[src/sv/acss_pkg.sv]
// shared types, codes, constants and digit decode for the alarm clock display
// no dependencies
package acss_pkg;

  typedef enum logic [2:0] {
    FN_TICK      = 3'd0,
    FN_SET_TIME  = 3'd1,
    FN_SET_ALARM = 3'd2,
    FN_ADJUST    = 3'd3,
    FN_END       = 3'd4
  } func_t;

  typedef enum logic [2:0] {
    ADJ_NONE   = 3'd0,
    ADJ_HOUR10 = 3'd1,
    ADJ_HOUR1  = 3'd2,
    ADJ_MIN10  = 3'd3,
    ADJ_MIN1   = 3'd4,
    ADJ_CLEAR  = 3'd5
  } adj_t;

  typedef enum logic [1:0] {
    TGT_NONE  = 2'd0,
    TGT_TIME  = 2'd1,
    TGT_ALARM = 2'd2
  } target_t;

  localparam logic [4:0] LAST_HOUR   = 5'd23;
  localparam logic [5:0] LAST_MINUTE = 6'd59;
  localparam logic [5:0] LAST_SECOND = 6'd59;
  localparam logic [5:0] HOURS_DAY   = 6'd24;
  localparam logic [6:0] MINS_HOUR   = 7'd60;
  localparam logic [4:0] NOON        = 5'd12;
  localparam logic [5:0] ALARM_SECS  = 6'd3;

  localparam logic [7:0] SEG_DP    = 8'h80;
  localparam logic [7:0] SEG_MSG_A = 8'h77;
  localparam logic [7:0] SEG_MSG_L = 8'h38;
  localparam logic [7:0] SEG_MSG_R = 8'h50;
  localparam logic [7:0] SEG_MSG_M = 8'h15;

  typedef struct packed {
    logic [4:0] hours;
    logic [5:0] minutes;
    logic [5:0] seconds;
    logic [4:0] alarm_hours;
    logic [5:0] alarm_minutes;
    logic [4:0] edit_hours;
    logic [5:0] edit_minutes;
    target_t    edit_target;
  } clk_state_t;

  // digit codes above nine fold back as d mod 10
  function automatic logic [7:0] digit_seg(input logic [3:0] d);
    logic [7:0] s;
    case (d)
      4'd0, 4'd10: s = 8'h3F;
      4'd1, 4'd11: s = 8'h06;
      4'd2, 4'd12: s = 8'h5B;
      4'd3, 4'd13: s = 8'h4F;
      4'd4, 4'd14: s = 8'h66;
      4'd5, 4'd15: s = 8'h6D;
      4'd6:        s = 8'h7D;
      4'd7:        s = 8'h07;
      4'd8:        s = 8'h7F;
      4'd9:        s = 8'h67;
      default:     s = 8'h3F;
    endcase
    return s;
  endfunction

  // tens pattern in the upper byte, ones pattern in the lower byte
  function automatic logic [15:0] seg_pair(input logic [5:0] v);
    logic [3:0] tens;
    logic [5:0] ones;
    if (v >= 6'd60)      tens = 4'd6;
    else if (v >= 6'd50) tens = 4'd5;
    else if (v >= 6'd40) tens = 4'd4;
    else if (v >= 6'd30) tens = 4'd3;
    else if (v >= 6'd20) tens = 4'd2;
    else if (v >= 6'd10) tens = 4'd1;
    else                 tens = 4'd0;
    ones = v - ({2'b00, tens} * 6'd10);
    return {digit_seg(tens), digit_seg(ones[3:0])};
  endfunction

endpackage

[src/sv/acss_core.sv]
// time, alarm and edit-session registers with their update logic
// depends on acss_pkg
module acss_core (
  input  logic                clk,
  input  logic                rst_n,
  input  logic                step,
  input  acss_pkg::func_t     func,
  input  acss_pkg::adj_t      adj,
  output acss_pkg::clk_state_t st_nxt
);
  import acss_pkg::*;

  clk_state_t st_r;
  logic [5:0] eh;
  logic [6:0] em;

  always_comb begin
    st_nxt = st_r;
    eh     = {1'b0, st_r.edit_hours};
    em     = {1'b0, st_r.edit_minutes};
    if (step) begin
      case (func)
        FN_TICK: begin
          // clock halts while a session is open
          if (st_r.edit_target == TGT_NONE) begin
            if (st_r.seconds == LAST_SECOND) begin
              st_nxt.seconds = '0;
              if (st_r.minutes == LAST_MINUTE) begin
                st_nxt.minutes = '0;
                st_nxt.hours   = (st_r.hours == LAST_HOUR) ? '0 : st_r.hours + 5'd1;
              end else begin
                st_nxt.minutes = st_r.minutes + 6'd1;
              end
            end else begin
              st_nxt.seconds = st_r.seconds + 6'd1;
            end
          end
        end
        FN_SET_TIME, FN_SET_ALARM: begin
          if (st_r.edit_target == TGT_NONE) begin
            st_nxt.edit_hours   = st_r.hours;
            st_nxt.edit_minutes = st_r.minutes;
            st_nxt.edit_target  = (func == FN_SET_TIME) ? TGT_TIME : TGT_ALARM;
          end
        end
        FN_ADJUST: begin
          if (st_r.edit_target != TGT_NONE) begin
            case (adj)
              ADJ_HOUR10: eh = eh + 6'd10;
              ADJ_HOUR1:  eh = eh + 6'd1;
              ADJ_MIN10:  em = em + 7'd10;
              ADJ_MIN1:   em = em + 7'd1;
              ADJ_CLEAR: begin
                eh = '0;
                em = '0;
              end
              default: ;
            endcase
            if (eh >= HOURS_DAY) eh = '0;
            if (em >= MINS_HOUR) em = '0;
            st_nxt.edit_hours   = eh[4:0];
            st_nxt.edit_minutes = em[5:0];
          end
        end
        FN_END: begin
          case (st_r.edit_target)
            TGT_TIME: begin
              st_nxt.hours   = st_r.edit_hours;
              st_nxt.minutes = st_r.edit_minutes;
              st_nxt.seconds = '0;
            end
            TGT_ALARM: begin
              st_nxt.alarm_hours   = st_r.edit_hours;
              st_nxt.alarm_minutes = st_r.edit_minutes;
              st_nxt.seconds       = '0;
            end
            default: ;
          endcase
          st_nxt.edit_target = TGT_NONE;
        end
        default: ;
      endcase
    end
  end

  always_ff @(posedge clk) begin
    if (!rst_n) begin
      st_r <= '0;
    end else begin
      st_r <= st_nxt;
    end
  end

`ifndef NO_ASSERTIONS
  a_time_range: assert property (@(posedge clk) disable iff (!rst_n)
    st_r.hours <= LAST_HOUR && st_r.minutes <= LAST_MINUTE && st_r.seconds <= LAST_SECOND)
    else $error("clock time out of range");

  a_edit_range: assert property (@(posedge clk) disable iff (!rst_n)
    st_r.edit_hours <= LAST_HOUR && st_r.edit_minutes <= LAST_MINUTE)
    else $error("edit value out of range");

  a_halt: assert property (@(posedge clk) disable iff (!rst_n)
    st_r.edit_target != TGT_NONE && !(step && func == FN_END) |=>
      $stable(st_r.hours) && $stable(st_r.minutes) && $stable(st_r.seconds))
    else $error("clock moved during a set session");
`endif

endmodule

[src/sv/acss_disp.sv]
// seven-segment encoding of the edit value, alarm message or clock time
// depends on acss_pkg
module acss_disp (
  input  acss_pkg::clk_state_t st,
  input  logic                 twelve_hour,
  output logic [7:0]           seg_first,
  output logic [7:0]           seg_second,
  output logic [7:0]           seg_third,
  output logic [7:0]           seg_fourth,
  output logic                 alarm_on,
  output logic                 setting
);
  import acss_pkg::*;

  logic [4:0]  h_show;
  logic [15:0] hh_seg;
  logic [15:0] mm_seg;
  logic [15:0] eh_seg;
  logic [15:0] em_seg;
  logic        pm;

  always_comb begin
    h_show = st.hours;
    if (twelve_hour) begin
      if (st.hours == '0)      h_show = NOON;
      else if (st.hours > NOON) h_show = st.hours - NOON;
    end
  end

  assign pm     = twelve_hour && (st.hours >= NOON);
  assign hh_seg = seg_pair({1'b0, h_show});
  assign mm_seg = seg_pair(st.minutes);
  assign eh_seg = seg_pair({1'b0, st.edit_hours});
  assign em_seg = seg_pair(st.edit_minutes);

  always_comb begin
    alarm_on = 1'b0;
    setting  = 1'b0;
    if (st.edit_target != TGT_NONE) begin
      setting    = 1'b1;
      seg_first  = eh_seg[15:8];
      seg_second = eh_seg[7:0];
      seg_third  = em_seg[15:8];
      seg_fourth = em_seg[7:0];
    end else if (st.alarm_hours == st.hours && st.alarm_minutes == st.minutes &&
                 st.seconds < ALARM_SECS) begin
      alarm_on   = 1'b1;
      seg_first  = SEG_MSG_A;
      seg_second = SEG_MSG_L;
      seg_third  = SEG_MSG_R;
      seg_fourth = SEG_MSG_M;
    end else begin
      seg_first  = hh_seg[15:8] | (pm ? SEG_DP : 8'h00);
      seg_second = hh_seg[7:0]  | (pm ? SEG_DP : 8'h00);
      seg_third  = mm_seg[15:8];
      seg_fourth = mm_seg[7:0]  | (twelve_hour ? SEG_DP : 8'h00);
    end
  end

endmodule

[src/sv/alarm_clock_seven_segment.sv]
// path: a beat accepted into the input register moves to the result register once
//   that register is empty or out_tready takes its beat, and is offered from there
// throughput: one beat per cycle; the input register stalls only while the
//   result register holds a beat that out_tready has not taken
// reset: rst_n low clears time, alarm, edit values and session to zero
// and empties both registers
module alarm_clock_seven_segment (
  input  logic        clk,
  input  logic        rst_n,
  input  logic        in_tvalid,
  output logic        in_tready,
  input  logic [7:0]  in_tdata,   // func[2:0], adjust[5:3], twelve_hour[6], zero[7]
  output logic        out_tvalid,
  input  logic        out_tready,
  output logic [31:0] out_tdata,  // seg_first[7:0], seg_second[15:8], seg_third[23:16],
                                  // seg_fourth[31:24]
  output logic [1:0]  out_tuser   // alarm_on[0], setting[1]
);
  import acss_pkg::*;

  logic       in_valid_r;
  func_t      in_func_r;
  adj_t       in_adj_r;
  logic       in_twelve_r;
  logic       out_valid_r;
  logic [31:0] out_data_r;
  logic [1:0]  out_user_r;
  logic        adv;
  logic        in_acc;

  clk_state_t st_nxt;
  logic [7:0] seg_first;
  logic [7:0] seg_second;
  logic [7:0] seg_third;
  logic [7:0] seg_fourth;
  logic       alarm_on;
  logic       setting;

  assign adv       = in_valid_r && (!out_valid_r || out_tready);
  assign in_tready = !in_valid_r || adv;
  assign in_acc    = in_tvalid && in_tready;

  always_ff @(posedge clk) begin
    if (!rst_n) begin
      in_valid_r <= 1'b0;
    end else if (in_acc) begin
      in_valid_r <= 1'b1;
    end else if (adv) begin
      in_valid_r <= 1'b0;
    end
  end

  always_ff @(posedge clk) begin
    if (in_acc) begin
      in_func_r   <= func_t'(in_tdata[2:0]);
      in_adj_r    <= adj_t'(in_tdata[5:3]);
      in_twelve_r <= in_tdata[6];
    end
  end

  acss_core u_core (
    .clk    (clk),
    .rst_n  (rst_n),
    .step   (adv),
    .func   (in_func_r),
    .adj    (in_adj_r),
    .st_nxt (st_nxt)
  );

  acss_disp u_disp (
    .st          (st_nxt),
    .twelve_hour (in_twelve_r),
    .seg_first   (seg_first),
    .seg_second  (seg_second),
    .seg_third   (seg_third),
    .seg_fourth  (seg_fourth),
    .alarm_on    (alarm_on),
    .setting     (setting)
  );

  always_ff @(posedge clk) begin
    if (!rst_n) begin
      out_valid_r <= 1'b0;
    end else if (adv) begin
      out_valid_r <= 1'b1;
    end else if (out_tready) begin
      out_valid_r <= 1'b0;
    end
  end

  always_ff @(posedge clk) begin
    if (adv) begin
      out_data_r <= {seg_fourth, seg_third, seg_second, seg_first};
      out_user_r <= {setting, alarm_on};
    end
  end

  assign out_tvalid = out_valid_r;
  assign out_tdata  = out_data_r;
  assign out_tuser  = out_user_r;

`ifndef NO_ASSERTIONS
  a_flags_excl: assert property (@(posedge clk) disable iff (!rst_n)
    out_valid_r |-> !(out_user_r[0] && out_user_r[1]))
    else $error("alarm and setting flags both set");

  a_setting_no_dp: assert property (@(posedge clk) disable iff (!rst_n)
    out_valid_r && out_user_r[1] |->
      !out_data_r[7] && !out_data_r[15] && !out_data_r[23] && !out_data_r[31])
    else $error("decimal point lit while setting");

  a_no_overwrite: assert property (@(posedge clk) disable iff (!rst_n)
    out_valid_r && !out_tready |=> $stable(out_data_r) && $stable(out_user_r))
    else $error("pending result overwritten");
`endif

endmodule
[config.mk]
export PLATFORM = sky130hd
export DESIGN_NAME = alarm_clock_seven_segment
export DESIGN_NICKNAME = d
export VERILOG_FILES = /design/src/sv/acss_pkg.sv /design/src/sv/acss_core.sv /design/src/sv/acss_disp.sv /design/src/sv/alarm_clock_seven_segment.sv
export SDC_FILE = /design/constraint.sdc
export NUM_CORES = 1
export LEC_CHECK = 0
export ABC_AREA = 1
export ABC_CLOCK_PERIOD_IN_PS = 17550
export BUFFER_PORTS_ARGS = -buffer_cell sky130_fd_sc_hd__buf_2
export CORE_MARGIN = 10
export CORE_UTILIZATION = 60
export CTS_CLUSTER_SIZE = 16
export DETAILED_ROUTE_END_ITERATION = 12
export GPL_ROUTABILITY_DRIVEN = 0
export PLACE_DENSITY = 0.79
export RECOVER_POWER = 50
export SLEW_MARGIN = 10
export SYNTH_ARGS = -nofsm -noshare
export SYNTH_HDL_FRONTEND = slang
export SYNTH_HIERARCHICAL = 1
export SYNTH_SLANG_ARGS = --single-unit
[constraint.sdc]
create_clock -name clk -period 17.55 [get_ports clk]
set_input_delay 1.755 -clock clk [delete_from_list [all_inputs] [get_ports clk]]
set_output_delay 1.755 -clock clk [all_outputs]
set_load 0.05 [all_outputs]
[After elaboration in Yosys (flattened, before gate mapping)]
Memory sizes are Yosys's and may differ from the RTL's.
Index checks and enable logic that the tools add are counted.
Word-level totals
  register bits after elaboration: 84
  bits in read-only memories: 896
  input bits: 12
  output and inout port bits: 36
  memories kept: 8
Cells by class
  $add $sub $neg: 12
  multiply operators: 4
  $lt $le $gt $ge: 29
  equality and inequality tests: 16
  mux-type cells: 70
  bitwise gates (word level): 3
  reductions and logical operators: 18
Memories
  (no name shown): words 16, width 7, read ports 1, clocked after memory_dff 0, write ports 0, line acss_pkg.sv:56  | case (d)
  (no name shown): words 16, width 7, read ports 1, clocked after memory_dff 0, write ports 0, line acss_pkg.sv:56
  (no name shown): words 16, width 7, read ports 1, clocked after memory_dff 0, write ports 0, line acss_pkg.sv:56
  (no name shown): words 16, width 7, read ports 1, clocked after memory_dff 0, write ports 0, line acss_pkg.sv:56
  (no name shown): words 16, width 7, read ports 1, clocked after memory_dff 0, write ports 0, line acss_pkg.sv:56
  (no name shown): words 16, width 7, read ports 1, clocked after memory_dff 0, write ports 0, line acss_pkg.sv:56
  2 more memories
Operator list (number)
  $mux W4: 20
  $mux W8: 10
  $mux W11: 5
  $mux W6: 7
  $mux W41: 1
  $ge A5 B6 Y1 const B: 6
  $ge A6 B6 Y1 const B: 6
  $pmux W17 S2: 1
  $ge A6 B5 Y1 const B: 5
  $mux W5: 6
  $or A8 B8 Y8: 3
  $pmux W11 S2: 1
  $mux W7: 3
  $pmux W7 S3: 1
  $ge A5 B5 Y1 const B: 4
  $pmux W6 S3: 1
  $mux W17: 1
  $mul A4 B3 Y3 const B: 4
  $sub A4 B4 Y4: 4
  $ge A5 B4 Y1 const B: 3
  $mux W13: 1
  $add A6 B1 Y6 const B: 2
  $eq A3 B2 Y1 const B: 4
  $eq A6 B6 Y1 const B: 2
  28 further kinds: 51

[Longest topological paths before layout]
Gate-level depths: netlist of run 1.
An unclocked memory read counts as a cell.
  depth after elaboration: 27
  depth in mapped cells: 34
  depth with buffers taken out: 34

[By module]
Netlist of run 1, hierarchy kept.
By module, submodules not included
  acss_core: instances 1, cells each 554, area each 3414.5 sq um
  acss_disp: instances 1, cells each 439, area each 2452.4 sq um
  alarm_clock_seven_segment: instances 1, cells each 54, area each 1326.3 sq um

[Least setup slack after synthesis of run 1]
Ideal clock, no wire load.
  path type: input -> register
  start: input port out_tready
  end: register out_data_r[12], in the netlist out_tdata[12], data pin
  setup time: 0.252 ns
  data arrival time: 7.255 ns
  data required time: 17.298 ns
  setup slack: 10.043 ns
  stages: 25
  path buffers: 2
  cell sequence: inv_1 a21oi_1 inv_1 nor2_2 inv_1 clkbuf_1 a22oi_1 ha_1 nand3_1 nand3_1 nand3_4 nand2_2 nand2_2 nand2_2 nand2_1 ha_1 fa_1 clkbuf_1 inv_1 nand2_1 nand2_1 nand3_1 nand3_1 nand2_1 nand2_1
RTL lines
  from (decl): line alarm_clock_seven_segment.sv:14  | input logic out_tready,
  to (signal assigned): line alarm_clock_seven_segment.sv:93  | out_data_r <= {seg_fourth, seg_third, seg_second, seg_first};
  to (decl): line alarm_clock_seven_segment.sv:26  | logic [31:0] out_data_r;

==> results.md, run 1 <==
Routing:
- Wires add up to 17100 um.
- After detailed routing, the average wire length per cell comes to 14.1 um.
- The final route contains 6919 vias.
- The number of design-rule violations left by the first detailed-router iteration is 619.
- For this run, the detailed router's first-pass iteration total came to 5.
- The number of remaining DRC errors is 0.
- Using the TritonRoute via totals, the vias-per-cell ratio works out to 5.68.
- The remaining antenna violation count after routing is 0.

Global routing:
- The via count of the first global-routing pass is 6234.
- The wire length of the first global-routing pass is 28700 um.
- The largest net degree at the start of global routing is 49.
- The initial antenna violation count is 0.
- The sum of overflow across all layers after global routing is 0.
- The total global-route track usage is 20.7%.

Clocking:
- The clock latency of the later-clocked register in the worst-skew pair is 350 ps.
- The number of buffers created by CTS is 9.
- The number of buffers added for setup after CTS is 0.
- The number of buffers on the longest clock path is 2.
- The clock input transition at the sequential cells of the worst setup and hold paths is 60 ps.
- Gates resized during post-CTS repair numbered 0.
- In this run, post-CTS hold repair placed 0 buffers.
- In this run the clock root is driven by a sky130_fd_sc_hd__clkbuf_16.
- The H-tree generated during clock tree synthesis spans 3 levels.
- The clock net in this run drives a total of 84 sinks.
- TritonCTS built the clock tree.

Hold path:
- The hold path startpoint is u_core/st_r[1].
- The worst hold path class is reg -> reg.

Setup path:
- The critical path starts at out_tready.
- The family of cells with the greatest summed delay on the critical path is buffers and inverters.
- The combined buffer and inverter count along the critical path is 9.
- Data on the critical path is required at its endpoint by 17770 ps.
- The signal on the critical path passes through buf_2 -> inv_1 -> a21oi_4 -> clkbuf_1 -> inv_1 -> nor2_2 -> inv_1 -> a22oi_1 -> nor2_1 -> a21oi_1 -> o21ai_1 -> inv_1 -> nor2_1 -> nor2_1 -> inv_1 -> ha_1 -> fa_1 -> inv_1 -> or2_2 -> o21ai_0 -> a21oi_1 -> nand2_1 -> o21ai_0 -> inv_1.
- The arrival time at the worst endpoint is 8780 ps.
- The maximum single-stage delay on the critical path is 1770 ps.
- STA classifies the critical path startpoint as an input pin.
- STA classifies the critical path endpoint as a flop.
- The source of the worst register-to-register timing path is in_valid_r.
- Along the worst path, the maximum fanout reaches 48.
- The most frequent cell on the critical path is sky130_fd_sc_hd__inv_1.
- Among all stages on the critical path, the largest delay is contributed by sky130_fd_sc_hd__clkbuf_1.
- The critical path in this run is classified as in -> reg.
- The setup slack on the worst flop-to-flop path is 10140 ps.

Power and ir drop:
- Power spread over the standard cell area amounts to 80.5 nW/um^2.
- The worst vdd rail ir drop is 0.0554 mV.
- The internal power of the cells totals 0.000400 W.
- Sequential cells account for 36.6% of the total power.
- In this run, the combinational gates consume 31.1% of the power.
- The share of power burned in the clock network is 32.3%.
- In this run the static leakage power is 3.52 nW.
- The net switching share of the total power is 35.9%.
- The analysis attributes to net switching a power of 0.000224 W.

Synth:
- Yosys mapped a number of flops with a built-in enable equal to 41.
- The flop and latch count out of synthesis is 84.
- The synthesized cell area is 7190 um^2.
- The sequential fraction of the synthesis area is 29.1%.
- Sorting the synthesized cells by area gives the leading types as sky130_fd_sc_hd__edfxtp_1 (17%), sky130_fd_sc_hd__nand2_1 (14%), sky130_fd_sc_hd__dfxtp_1 (12%), sky130_fd_sc_hd__ha_1 (9.0%), sky130_fd_sc_hd__inv_1 (6.8%).
- The portion of synthesized cell area occupied by the leading cell type is 17.1%.
- Yosys printed 6 warnings.
- The proportion of register bits with asynchronous set or reset after synthesis is 0%.
- The post-synthesis compound-gate area fraction is 18.0%.
- The fraction of the mapped netlist area in simple logic gates is 30.6%.
- Of the total synthesized cell area, the portion taken by full adders, half adders and majority gates is 9.88%.
- In the synthesized netlist the dominant register cell turns out to be sky130_fd_sc_hd__dfxtp_1.
- Of the total synthesized cell area, the portion taken by XOR and XNOR cells is 2.44%.
- The synthesized area divided by synthesized cell count is 6.87 um^2.
- Synthesis handed over a netlist of 1047 instances.
- The largest total area in the synthesized netlist belongs to sky130_fd_sc_hd__edfxtp_1.
- The number of library cell types mapped by synthesis is 58.
- The dominant combinational cell family by area after synthesis is simple AND/OR/NAND/NOR gates.
- The net count after synthesis is 1114.
- In the synthesized netlist, mux cells make up 0% of the area.

STA:
- The final critical path takes up 48.8% of the cycle.
- The final clock skew is 5.57 ps.
- The summed negative setup slack over all endpoints is 0 ps.
- Setup repair after global routing left no endpoint under its margin.
- The achievable clock frequency is 117 MHz.
- Setup violations remaining at the end of the flow were counted as 0.
- The final critical-path required period is 8560 ps.
- The max-slew violation count is 49.
- At the pin with the least slew margin, the transition time is 2500 ps.
- The worst relative slew slack is -66.8%.
- The final worst slack is 8990 ps.
- Hold timing on the final database bottoms out at a slack of 506 ps.
- The number of endpoints with negative hold slack in the final report is 0.

Final layout:
- The top cell types in the final layout, fill and taps aside, are sky130_fd_sc_hd__nand2_1 (265), sky130_fd_sc_hd__inv_1 (130), sky130_fd_sc_hd__a21oi_1 (84), sky130_fd_sc_hd__nor2_1 (81), sky130_fd_sc_hd__nand3_1 (63).
- The count of nets after finishing is 1138.
- The repair_antennas step left the layout with diodes totalling 0.
- Summing all multi-input logic gate instances after layout gives 4390 um^2.
- The storage element area is 2090 um^2.
- Leaving out fill and tap cells, the most frequent cell in the layout is sky130_fd_sc_hd__nand2_1.
- The non-filler instance count after layout is 1219.
- In the final layout, the share of cells above drive strength 1 is 10.2%.
- The area growth from synthesis to layout is 7.76%.
- Counting the fill cells in the layout gives 1043.

Floorplanning:
- The core box area is 11600 um^2.
- The height of the die is 129 um.
- The die covers 16800 um^2.
- The top-level I/O count is 48.
- The die span in x is 129 um.
- Once the floorplan was initialized, standard cells occupied 62.2% of the core.
- In this run the core area contains 39 standard-cell rows.

Placed design:
- In this run, placement finished with an instance count of 1203.
- After legalization and detailed placement, the total HPWL measured 12700 um.
- Input and output buffers added on the ports amount to 46.
- The setup slack after placement is 10390 ps.

Outcome:
- The run finished, with violations left.
- The final reports fail on capacitance limit, slew limit.

Job:
- The max-capacitance violation count is 1.
[final cells by class]
type	instances	area share, %
Clock buffer	13	3.91
Clock inverter	3	0.291
Inverter	146	7.07
Multi-Input combinational cell	781	56.7
Sequential cell	84	27.0
Tap cell	143	2.31
Timing Repair Buffer	49	2.74
[power by group through the flow]
stage / registers (W) / logic [W] / clock network, W
2_1_floorplan: 0.000261 / 0.000125 / 0
3_3_place_gp: 0.000232 / 0.000190 / 0
3_5_place_dp: 0.000232 / 0.000193 / 0
4_1_cts: 0.000228 / 0.000194 / 0.000206
5_1_grt: 0.000230 / 0.000217 / 0.000212
6_report: 0.000228 / 0.000194 / 0.000202
[synthesized netlist by cell type, types with 5 or more instances]
cell type / count
sky130_fd_sc_hd__nand3_2: 10
sky130_fd_sc_hd__edfxtp_1: 41
sky130_fd_sc_hd__nand2_2: 8
sky130_fd_sc_hd__nor2_4: 5
sky130_fd_sc_hd__o22ai_1: 7
sky130_fd_sc_hd__o21ai_1: 10
sky130_fd_sc_hd__o21ai_0: 50
sky130_fd_sc_hd__nand3_1: 62
sky130_fd_sc_hd__dfxtp_1: 43
sky130_fd_sc_hd__a21oi_2: 5
sky130_fd_sc_hd__clkbuf_1: 17
sky130_fd_sc_hd__ha_1: 52
sky130_fd_sc_hd__xnor2_1: 8
sky130_fd_sc_hd__a31oi_1: 10
sky130_fd_sc_hd__nor3_1: 6
sky130_fd_sc_hd__or2_2: 17
sky130_fd_sc_hd__inv_1: 130
sky130_fd_sc_hd__a22oi_1: 8
sky130_fd_sc_hd__and2_1: 5
sky130_fd_sc_hd__nand4_1: 7
sky130_fd_sc_hd__xor2_1: 12
sky130_fd_sc_hd__buf_2: 14
sky130_fd_sc_hd__a211oi_1: 12
sky130_fd_sc_hd__nor2_1: 81
sky130_fd_sc_hd__nand2_1: 265
sky130_fd_sc_hd__a21oi_1: 85
sky130_fd_sc_hd__inv_2: 13
sky130_fd_sc_hd__o211ai_1: 13
sky130_fd_sc_hd__nor2_2: 5
[worst paths after layout]
path	end	depth (start not counted)
max	out_tdata[24]	24
min	u_core/st_r[1]	2
max reg2reg	out_tdata[24]	23
min reg2reg	u_core/st_r[1]	2
[worst register-to-register path, delay by kind of cell (launching register included)]
kind                       cells  cell delay, ps
adders and majority gates      2             870
DFF                            1             330
AOI/OAI and AO/OA              7            1410
buffers and inverters          8            3250
and+or+nand+nor                6            1420
[registers in the layout, indices dropped and copies added (netlist names)]
register	flops
in_valid_r	1
out_tuser	2
in_adj_r	3
in_func_r	3
in_twelve_r	1
out_tvalid	1
u_core/st_r	41
out_tdata	32
[cells by family after synthesis]
logic type | after synthesis
AND/OR/NAND/NOR | 485
AO/OA/AOI/OAI | 219
buffers and inverters | 182
flip-flops | 84
adder cells (fa/ha/maj) | 55
XOR/XNOR | 20
other | 2
[through the flow]
stage,total power (W),util [%],cell area [um^2]
final,0.000624,67.0,7750
after global routing,0.000659,67.0,7750
after CTS,0.000628,67.4,7800
after detailed placement,0.000425,64.6,7470
after global placement,0.000422,64.6,7470
after floorplan,0.000386,-,7190
[layer usage]
layer / GRT usage [%] / share of wire, % / up-vias / routed length, um
met1: 25.8 / 44 / 3125 / 7600
li1: - / - / 3514 / -
met5: 0 / 0 / - / 0
met4: 9.39 / 2.9 / 0 / 493
met3: 3.92 / 6.9 / 46 / 1180
met2: 34.1 / 46 / 234 / 7860
(Power assumes the default switching activity.)
==> run 2, diff against run 1 <==
--- a/config.mk
+++ b/config.mk
@@ -6,14 +6,14 @@
 export NUM_CORES = 1
 export LEC_CHECK = 0
 export ABC_AREA = 1
-export ABC_CLOCK_PERIOD_IN_PS = 17550
+export ABC_CLOCK_PERIOD_IN_PS = 7650
 export BUFFER_PORTS_ARGS = -buffer_cell sky130_fd_sc_hd__buf_2
 export CORE_MARGIN = 10
-export CORE_UTILIZATION = 60
+export CORE_UTILIZATION = 56
 export CTS_CLUSTER_SIZE = 16
 export DETAILED_ROUTE_END_ITERATION = 12
 export GPL_ROUTABILITY_DRIVEN = 0
-export PLACE_DENSITY = 0.79
+export PLACE_DENSITY = 0.78
 export RECOVER_POWER = 50
 export SLEW_MARGIN = 10
 export SYNTH_ARGS = -nofsm -noshare
==> constraint.sdc (replaced) <==
create_clock -name clk -period 7.65 [get_ports clk]
set_input_delay 0.765 -clock clk [delete_from_list [all_inputs] [get_ports clk]]
set_output_delay 0.765 -clock clk [all_outputs]
set_load 0.05 [all_outputs]
==> run 2 against run 1 <==
The flow still finishes with violations (capacitance limit, slew limit). Critical path depth unchanged. Core utilization decreased by 5.4 points. Global-route usage is 1.4 points lower. Non-clock buffer count decreased by 1. First-iteration DRC count grew 6.5%.
==> results.md, run 2 (synthesis results as in run 1) <==
Setup path:
- Walking the worst path, the cells encountered are buf_2 -> inv_1 -> a21oi_4 -> clkbuf_1 -> nand2_1 -> nand2_1 -> nand2_1 -> nand2_1 -> a21oi_1 -> o21ai_0 -> inv_1 -> nor2_1 -> nor2_1 -> inv_1 -> ha_1 -> inv_1 -> fa_1 -> inv_1 -> or2_2 -> o21ai_0 -> nand2_1 -> o21ai_0 -> o21ai_0 -> inv_1.
- The capturing element type of the critical path is a flop.
- The cell family contributing the most delay on the critical path is buffers and inverters.
- The cell that appears most often on the critical path is sky130_fd_sc_hd__inv_1.
- The setup slack on the worst flop-to-flop path is 1870 ps (-8270 ps).
- The worst register-to-register path begins at in_valid_r.
- The depth of the worst register-to-register path is 23 (unchanged).
- The critical-path maximum fanout is 47 (-2.1%).
- The worst setup path is launched from an input pin.
- The slowest cell on the critical path is sky130_fd_sc_hd__clkbuf_1.
- The arrival time at the worst endpoint is 6150 ps (-2630 ps).
- By startpoint and endpoint, the worst setup path is classified as in -> reg.
- The maximum single-stage delay on the critical path is 1780 ps (about the same).
- The worst reg2reg path endpoint is out_tdata[24].
- The critical path data required time is 7870 ps (-9900 ps).
- The combined buffer and inverter count along the critical path was 8 (-1).

Clocking:
- The number of buffers added for setup after CTS is 0 (unchanged).
- The quantity of gates resized following cts was 0 (unchanged).
- The clock latency of the later-clocked register in the worst-skew pair came to 360 ps (about the same).
- The tree is rooted in a sky130_fd_sc_hd__clkbuf_16.
- The clock input transition at the sequential cells of the worst setup and hold paths was 70 ps (about the same).
- The TritonCTS clock tree is built.
- The number of buffers created by CTS is 9 (unchanged).
- The number of hold-repair buffers added at the cts stage is 0 (unchanged).
- The total clock sinks was 84 (unchanged).
- The number of buffers on the longest clock path is 2 (unchanged).
- The number of H-tree branching levels was 3 (unchanged).

STA:
- The worst relative slew slack is -66.0% (+0.75 points).
- The summed negative setup slack over all endpoints is 0 ps (unchanged).
- Setup repair after global routing left no endpoint under its margin.
- The measured slew at the worst slew-check pin was 2490 ps (-11.2 ps).
- The smallest hold slack is 509 ps (+3.15 ps).
- The max-slew violation count is 48 (-2.0%).
- Of the available clock period, the critical path in the final layout requires 77.6%.
- The final clock skew is 11.6 ps (+5.98 ps).
- The number of endpoints with negative hold slack in the final report came to 0 (unchanged).
- The final worst slack was 1720 ps (-7270 ps).
- Derived from the worst setup path, the maximum achievable clock frequency is 169 MHz.
- Counting I/O delays and the setup requirement, the final critical path takes 5930 ps.
- The setup-violating endpoint count in the final report was 0 (unchanged).

Floorplanning:
- The die span in x is 133 um (+3.0%).
- The starting utilization of the core area is 57.0% (-5.2 points).
- The full die area is 17800 um^2 (+6.0%).
- The core box area is 12600 um^2 (+9.1%).
- The row count is 41 (+5.1%).
- The top-level I/O count was 48 (unchanged).
- The height of the die is 133 um (+3.0%).

Power and ir drop:
- The leakage power figure is 3.51 nW (-0.23%).
- The net switching power figure is 0.000518 W (+130%).
- The total power per unit cell area is 187 nW/um^2 (+130%).
- The sequential power share is 36.0% (-0.6 points).
- The cell-internal power is 0.000935 W (+130%).
- The relative contribution of combinational cells to total power is 30.5% (-0.6 points).
- The net switching share of the total power came to 35.6% (-0.29 points).
- The worst vdd rail ir drop was 0.104 mV (+88%).
- The share of power burned in the clock network was 33.4% (+1.1 points).

Routing:
- The remaining antenna violation count after routing is 0 (unchanged).
- The length of the first detailed-routing pass in iterations is 6 (+1).
- The number of remaining DRC errors is 0 (unchanged).
- The routed wire length came to 17400 um (+1.6%).
- The per-cell via count in the routed design is 5.46 (-3.7%).
- The number of design-rule violations left by the first detailed-router iteration is 659 (+6.5%).
- The average wire per standard cell is 14.0 um (-0.66%).
- The number of vias in the routed layout is 6813 (-1.5%).

Placed design:
- The setup slack after placement is 2130 ps (-8260 ps).
- The total of buffers placed on input and output ports is 46 (unchanged).
- The post-place instance area is 7500 um^2 (+0.39%).
- The detailed placement HPWL is 12800 um (+0.71%).

Global routing:
- The initial antenna violation count is 0 (unchanged).
- The total global-route track usage is 19.3% (-1.4 points).
- The wire length of the first global-routing pass came to 29000 um (+1.0%).
- The via count of the first global-routing pass was 6242 (+0.13%).
- The sum of overflow across all layers after global routing is 0 (unchanged).
- The largest net degree at the start of global routing is 48 (-2.0%).

Final layout:
- The count of nets after finishing is 1137 (-0.088%).
- The library cells used most frequently in the layout, excluding fill and tap cells, are sky130_fd_sc_hd__nand2_1 (265), sky130_fd_sc_hd__inv_1 (130), sky130_fd_sc_hd__a21oi_1 (84), sky130_fd_sc_hd__nor2_1 (81), sky130_fd_sc_hd__nand3_1 (63).
- The flip-flop count of the largest register after layout is 41 (unchanged).
- Counting flops per register, the top entry is u_core/st_r.
- The area growth from synthesis to layout is 8.19%.
- The final design utilization is 61.7% (-5.4 points).
- Leaving out fill and tap cells, the most frequent cell in the layout is sky130_fd_sc_hd__nand2_1.
- The proportion of layout cells with a drive suffix above 1 is 10.0% (-0.18 points).
- The area of all placed cells without fillers is 7780 um^2 (+0.40%).
- The diode insertion count for antenna repair is 0 (unchanged).

Hold path:
- The instance count along the most critical hold path is 2 (unchanged).
- The worst hold path class is reg -> reg.
- The worst hold path terminates at u_core/st_r[1].
- The hold path startpoint is u_core/st_r[1].

Job:
- The max-capacitance violation count is 1 (unchanged).

Outcome:
- The checks that failed: capacitance limit, slew limit.
- The flow ran to the end, but the final reports show violations.
## run 2: area by class of cell
type                            instances  area, um^2
Fill cell                            1184        4840
Multi-Input combinational cell        781        4390
Sequential cell                        84        2090
Inverter                              146         548
Clock buffer                           11         243
Tap cell                              172         215
Timing Repair Buffer                   48         205
Clock inverter                          5        85.1
## run 2: worst max path at each step
stage                              start             to  slack [ps]  depth (start not counted)
after floorplan               out_tready  out_tdata[12]        1130                         25
final                         out_tready  out_tdata[24]        1720                         24
after detailed placement      out_tready  out_tdata[12]        2130                         29
after global routing          out_tready  out_tdata[24]        1060                         21
after global placement        out_tready  out_tdata[12]        2130                         29
after CTS                 u_core/st_r[0]  out_tdata[12]        2180                         25
## run 2: per-stage QoR
stage	cells	power, W
after floorplan	1047	0.000885
after global placement	1231	0.000967
after detailed placement	1231	0.000973
after CTS	1247	0.00146
after global routing	1247	0.00154
final	1247	0.00145
## run 2: worst register-to-register path, cell delays in order (launching register included)
cell                       delay [ps]
sky130_fd_sc_hd__dfxtp_1          330
sky130_fd_sc_hd__inv_1             80
sky130_fd_sc_hd__a21oi_4          110
sky130_fd_sc_hd__clkbuf_1        1780
sky130_fd_sc_hd__nand2_1          260
sky130_fd_sc_hd__nand2_1          310
sky130_fd_sc_hd__nand2_1          140
sky130_fd_sc_hd__nand2_1           90
sky130_fd_sc_hd__a21oi_1           50
sky130_fd_sc_hd__o21ai_0          230
sky130_fd_sc_hd__inv_1             90
sky130_fd_sc_hd__nor2_1           100
sky130_fd_sc_hd__nor2_1           110
sky130_fd_sc_hd__inv_1            130
sky130_fd_sc_hd__ha_1             150
sky130_fd_sc_hd__inv_1             40
sky130_fd_sc_hd__fa_1             730
sky130_fd_sc_hd__inv_1            180
sky130_fd_sc_hd__or2_2            320
sky130_fd_sc_hd__o21ai_0           80
sky130_fd_sc_hd__nand2_1           70
sky130_fd_sc_hd__o21ai_0           80
sky130_fd_sc_hd__o21ai_0          110
sky130_fd_sc_hd__inv_1             70
## run 2: metal layers
layer  GRT usage (%)  wire [um]  part of all wire (%)  up-vias
met4            7.74        431                   2.5        0
li1                -          -                     -     3492
met1            23.9       7900                    45     3075
met2            31.9       8040                    46      209
met5               0          0                     0        -
met3            4.21       1030                   5.9       37
## run 2: power groups by stage
stage / Sequential, W / Combinational [W] / Clock, W
global placement: 0.000532 / 0.000435 / 0
floorplan: 0.000598 / 0.000286 / 0
detailed placement: 0.000532 / 0.000440 / 0
global route: 0.000526 / 0.000498 / 0.000511
finish: 0.000524 / 0.000444 / 0.000486
CTS: 0.000523 / 0.000445 / 0.000491
==> run 3, diff against run 2 <==
--- a/config.mk
+++ b/config.mk
@@ -6,14 +6,14 @@
 export NUM_CORES = 1
 export LEC_CHECK = 0
 export ABC_AREA = 1
-export ABC_CLOCK_PERIOD_IN_PS = 7650
+export ABC_CLOCK_PERIOD_IN_PS = 6000
 export BUFFER_PORTS_ARGS = -buffer_cell sky130_fd_sc_hd__buf_2
 export CORE_MARGIN = 10
-export CORE_UTILIZATION = 56
+export CORE_UTILIZATION = 60
 export CTS_CLUSTER_SIZE = 16
 export DETAILED_ROUTE_END_ITERATION = 12
 export GPL_ROUTABILITY_DRIVEN = 0
-export PLACE_DENSITY = 0.78
+export PLACE_DENSITY = 0.79
 export RECOVER_POWER = 50
 export SLEW_MARGIN = 10
 export SYNTH_ARGS = -nofsm -noshare
==> constraint.sdc (replaced) <==
create_clock -name clk -period 6 [get_ports clk]
set_input_delay 0.6 -clock clk [delete_from_list [all_inputs] [get_ports clk]]
set_output_delay 0.6 -clock clk [all_outputs]
set_load 0.05 [all_outputs]
==> run 3 against run 2 <==
The run now ends clean. Cell count is 1.8% lower. Critical path type is now reg -> reg. Non-clock buffer count grew 7. Power is 26% higher. Largest cell class unchanged. Flip-flop and latch count unchanged. Largest power group unchanged.
==> results.md, run 3 (synthesis results as in run 1) <==
STA:
- The smallest hold slack is 427 ps (-82.7 ps).
- Setup repair after global routing left no endpoint under its margin.
- The final critical-path required period is 4860 ps.
- The summed negative setup slack over all endpoints is 0 ps (unchanged).
- The final clock skew is 5.34 ps (-6.21 ps).
- The worst relative slew slack is 50.3% (+120 points).
- Timing would allow up to 206 MHz.
- The measured slew at the worst slew-check pin was 746 ps (-1740 ps).
- The max-slew violation count is 0 (-100%).
- The final cycle utilization of the critical path is 80.9%.
- The setup-violating endpoint count in the final report is 0 (unchanged).
- The number of endpoints with negative hold slack in the final report is 0 (unchanged).

Final layout:
- The area growth from synthesis to layout came to 8.26% (about the same).
- Leaving out fill and tap cells, the most frequent cell in the layout is sky130_fd_sc_hd__nand2_1.
- The register with the most flip-flops is u_core/st_r.
- In the layout the commonest cells are sky130_fd_sc_hd__nand2_1 (265), sky130_fd_sc_hd__inv_1 (130), sky130_fd_sc_hd__a21oi_1 (85), sky130_fd_sc_hd__nor2_1 (81), sky130_fd_sc_hd__nand3_1 (63).
- The diode insertion count for antenna repair is 0 (unchanged).
- The count of nets after finishing came to 1144 (+0.62%).
- The flip-flop count of the largest register after layout is 41 (unchanged).
- The proportion of layout cells with a drive suffix above 1 is 10.7% (+0.67 points).

Setup path:
- By startpoint and endpoint, the worst setup path is classified as reg -> reg.
- The critical path data required time came to 6100 ps (-1770 ps).
- On the critical path, the stage with the largest delay is an instance of sky130_fd_sc_hd__fa_1.
- The maximum single-stage delay on the critical path is 580 ps (-1200 ps).
- The critical-path maximum fanout came to 11 (-77%).
- STA classifies the critical path startpoint as a flop.
- The arrival time at the worst endpoint is 4950 ps (-1200 ps).
- The worst setup path is captured at a flop.

Floorplanning:
- The row count is 39 (-4.9%).
- The core box area is 11600 um^2 (-8.4%).
- The full die area came to 16800 um^2 (-5.7%).
- The height of the die is 129 um (-2.9%).
- The starting utilization of the core area came to 62.2% (+5.2 points).
- The die span in x was 129 um (-2.9%).
- The top-level I/O count is 48 (unchanged).

Routing:
- The routed wire length came to 17500 um (+0.56%).
- The per-cell via count in the routed design is 5.60 (+2.4%).
- The number of vias in the routed layout came to 6854 (+0.60%).
- The length of the first detailed-routing pass in iterations is 5 (-1).
- The average wire per standard cell was 14.3 um (+2.4%).
- The remaining antenna violation count after routing is 0 (unchanged).
- The number of design-rule violations left by the first detailed-router iteration was 712 (+8.0%).
- The number of remaining DRC errors was 0 (unchanged).

Hold path:
- The min-delay analysis places its worst path in the category in -> reg.

Clocking:
- The number of buffers created by CTS came to 9 (unchanged).
- The number of H-tree branching levels is 3 (unchanged).
- The TritonCTS clock tree is built.
- The total clock sinks came to 84 (unchanged).
- The clock tree root driver cell is sky130_fd_sc_hd__clkbuf_16.
- The clock latency of the later-clocked register in the worst-skew pair was 350 ps (about the same).
- The quantity of gates resized following cts was 0 (unchanged).
- The number of hold-repair buffers added at the cts stage was 0 (unchanged).
- The number of buffers on the longest clock path is 2 (unchanged).
- The number of buffers added for setup after CTS is 0 (unchanged).
- The clock input transition at the sequential cells of the worst setup and hold paths is 60 ps (about the same).

Job:
- The max-capacitance violation count came to 0 (-1).

Global routing:
- The largest net degree at the start of global routing was 48 (unchanged).
- The sum of overflow across all layers after global routing is 0 (unchanged).
- The via count of the first global-routing pass is 6301 (+0.95%).
- The wire length of the first global-routing pass is 29400 um (+1.4%).
- The initial antenna violation count is 0 (unchanged).
- The total global-route track usage is 21.1% (+1.8 points).

Power and ir drop:
- The net switching share of the total power is 36.1% (+0.47 points).
- The relative contribution of combinational cells to total power came to 31.1% (+0.6 points).
- The leakage power figure came to 3.56 nW (+1.2%).
- The worst vdd rail ir drop is 0.154 mV (+48%).
- The total design power is 0.00183 W (+26%).
- The net switching power figure is 0.000661 W (+28%).
- The total power per unit cell area is 235 nW/um^2 (+26%).
- The share of power burned in the clock network came to 32.5% (-0.9 points).
- The cell-internal power is 0.00117 W (+25%).
- The sequential power share is 36.4% (+0.4 points).

Placed design:
- The total of buffers placed on input and output ports is 46 (unchanged).
- The detailed placement HPWL came to 12900 um (+0.42%).

Outcome:
- The flow ran to the end, and the final reports show no timing, DRC or antenna violations.
run 3: area by class of cell:
cell class | count | area (um^2)
Timing Repair Buffer | 55 | 262
Tap cell | 143 | 179
Clock buffer | 13 | 303
Sequential cell | 84 | 2090
Clock inverter | 3 | 21.3
Multi-Input combinational cell | 781 | 4380
Fill cell | 1040 | 3780
Inverter | 146 | 548
run 3: worst max-delay path, delay by kind of cell (launching register included):
| family | cells | cell delay, ps |
|---|---|---|
| flops | 1 | 450 |
| compound gates | 5 | 580 |
| buf+inv | 6 | 660 |
| simple gates | 18 | 1920 |
| fa+ha+maj | 3 | 990 |
run 3: path summary, 6_finish.rpt:
path	from	end	slack, ps	cells after the start
worst max register to register	u_core/st_r[4]	out_tdata[24]	1140	32
worst min-delay path	in_tdata[0]	in_func_r[0]	430	1
worst min register to register	in_valid_r	out_tvalid	490	2
worst max-delay path	u_core/st_r[4]	out_tdata[24]	1140	32
run 3: stage by stage:
stage	utilization [%]	cells	instance area, um^2	setup slack, ps
floorplan	-	1047	7200	493
global placement	65.0	1209	7520	1070
detailed placement	65.0	1209	7520	1000
CTS	67.8	1225	7840	1170
global route	67.3	1225	7790	575
finish	67.3	1225	7790	1140
run 3: power by group through the flow:
stage               logic (W)  clock network, W  registers, W
floorplan            0.000365                 0      0.000763
global placement     0.000557                 0      0.000678
detailed placement   0.000564                 0      0.000679
CTS                  0.000569          0.000607      0.000666
global route         0.000634          0.000626      0.000670
finish               0.000570          0.000596      0.000667
run 3: metal layers:
metal  global-route usage [%]  wire [um]  up-vias  share of wire, %
li1                         -          -     3522                 -
met1                     27.8       8200     3121                47
met2                     34.3       8020      183                46
met3                     2.77        869       28               5.0
met4                     8.60        411        0               2.3
met5                        0          0        -                 0
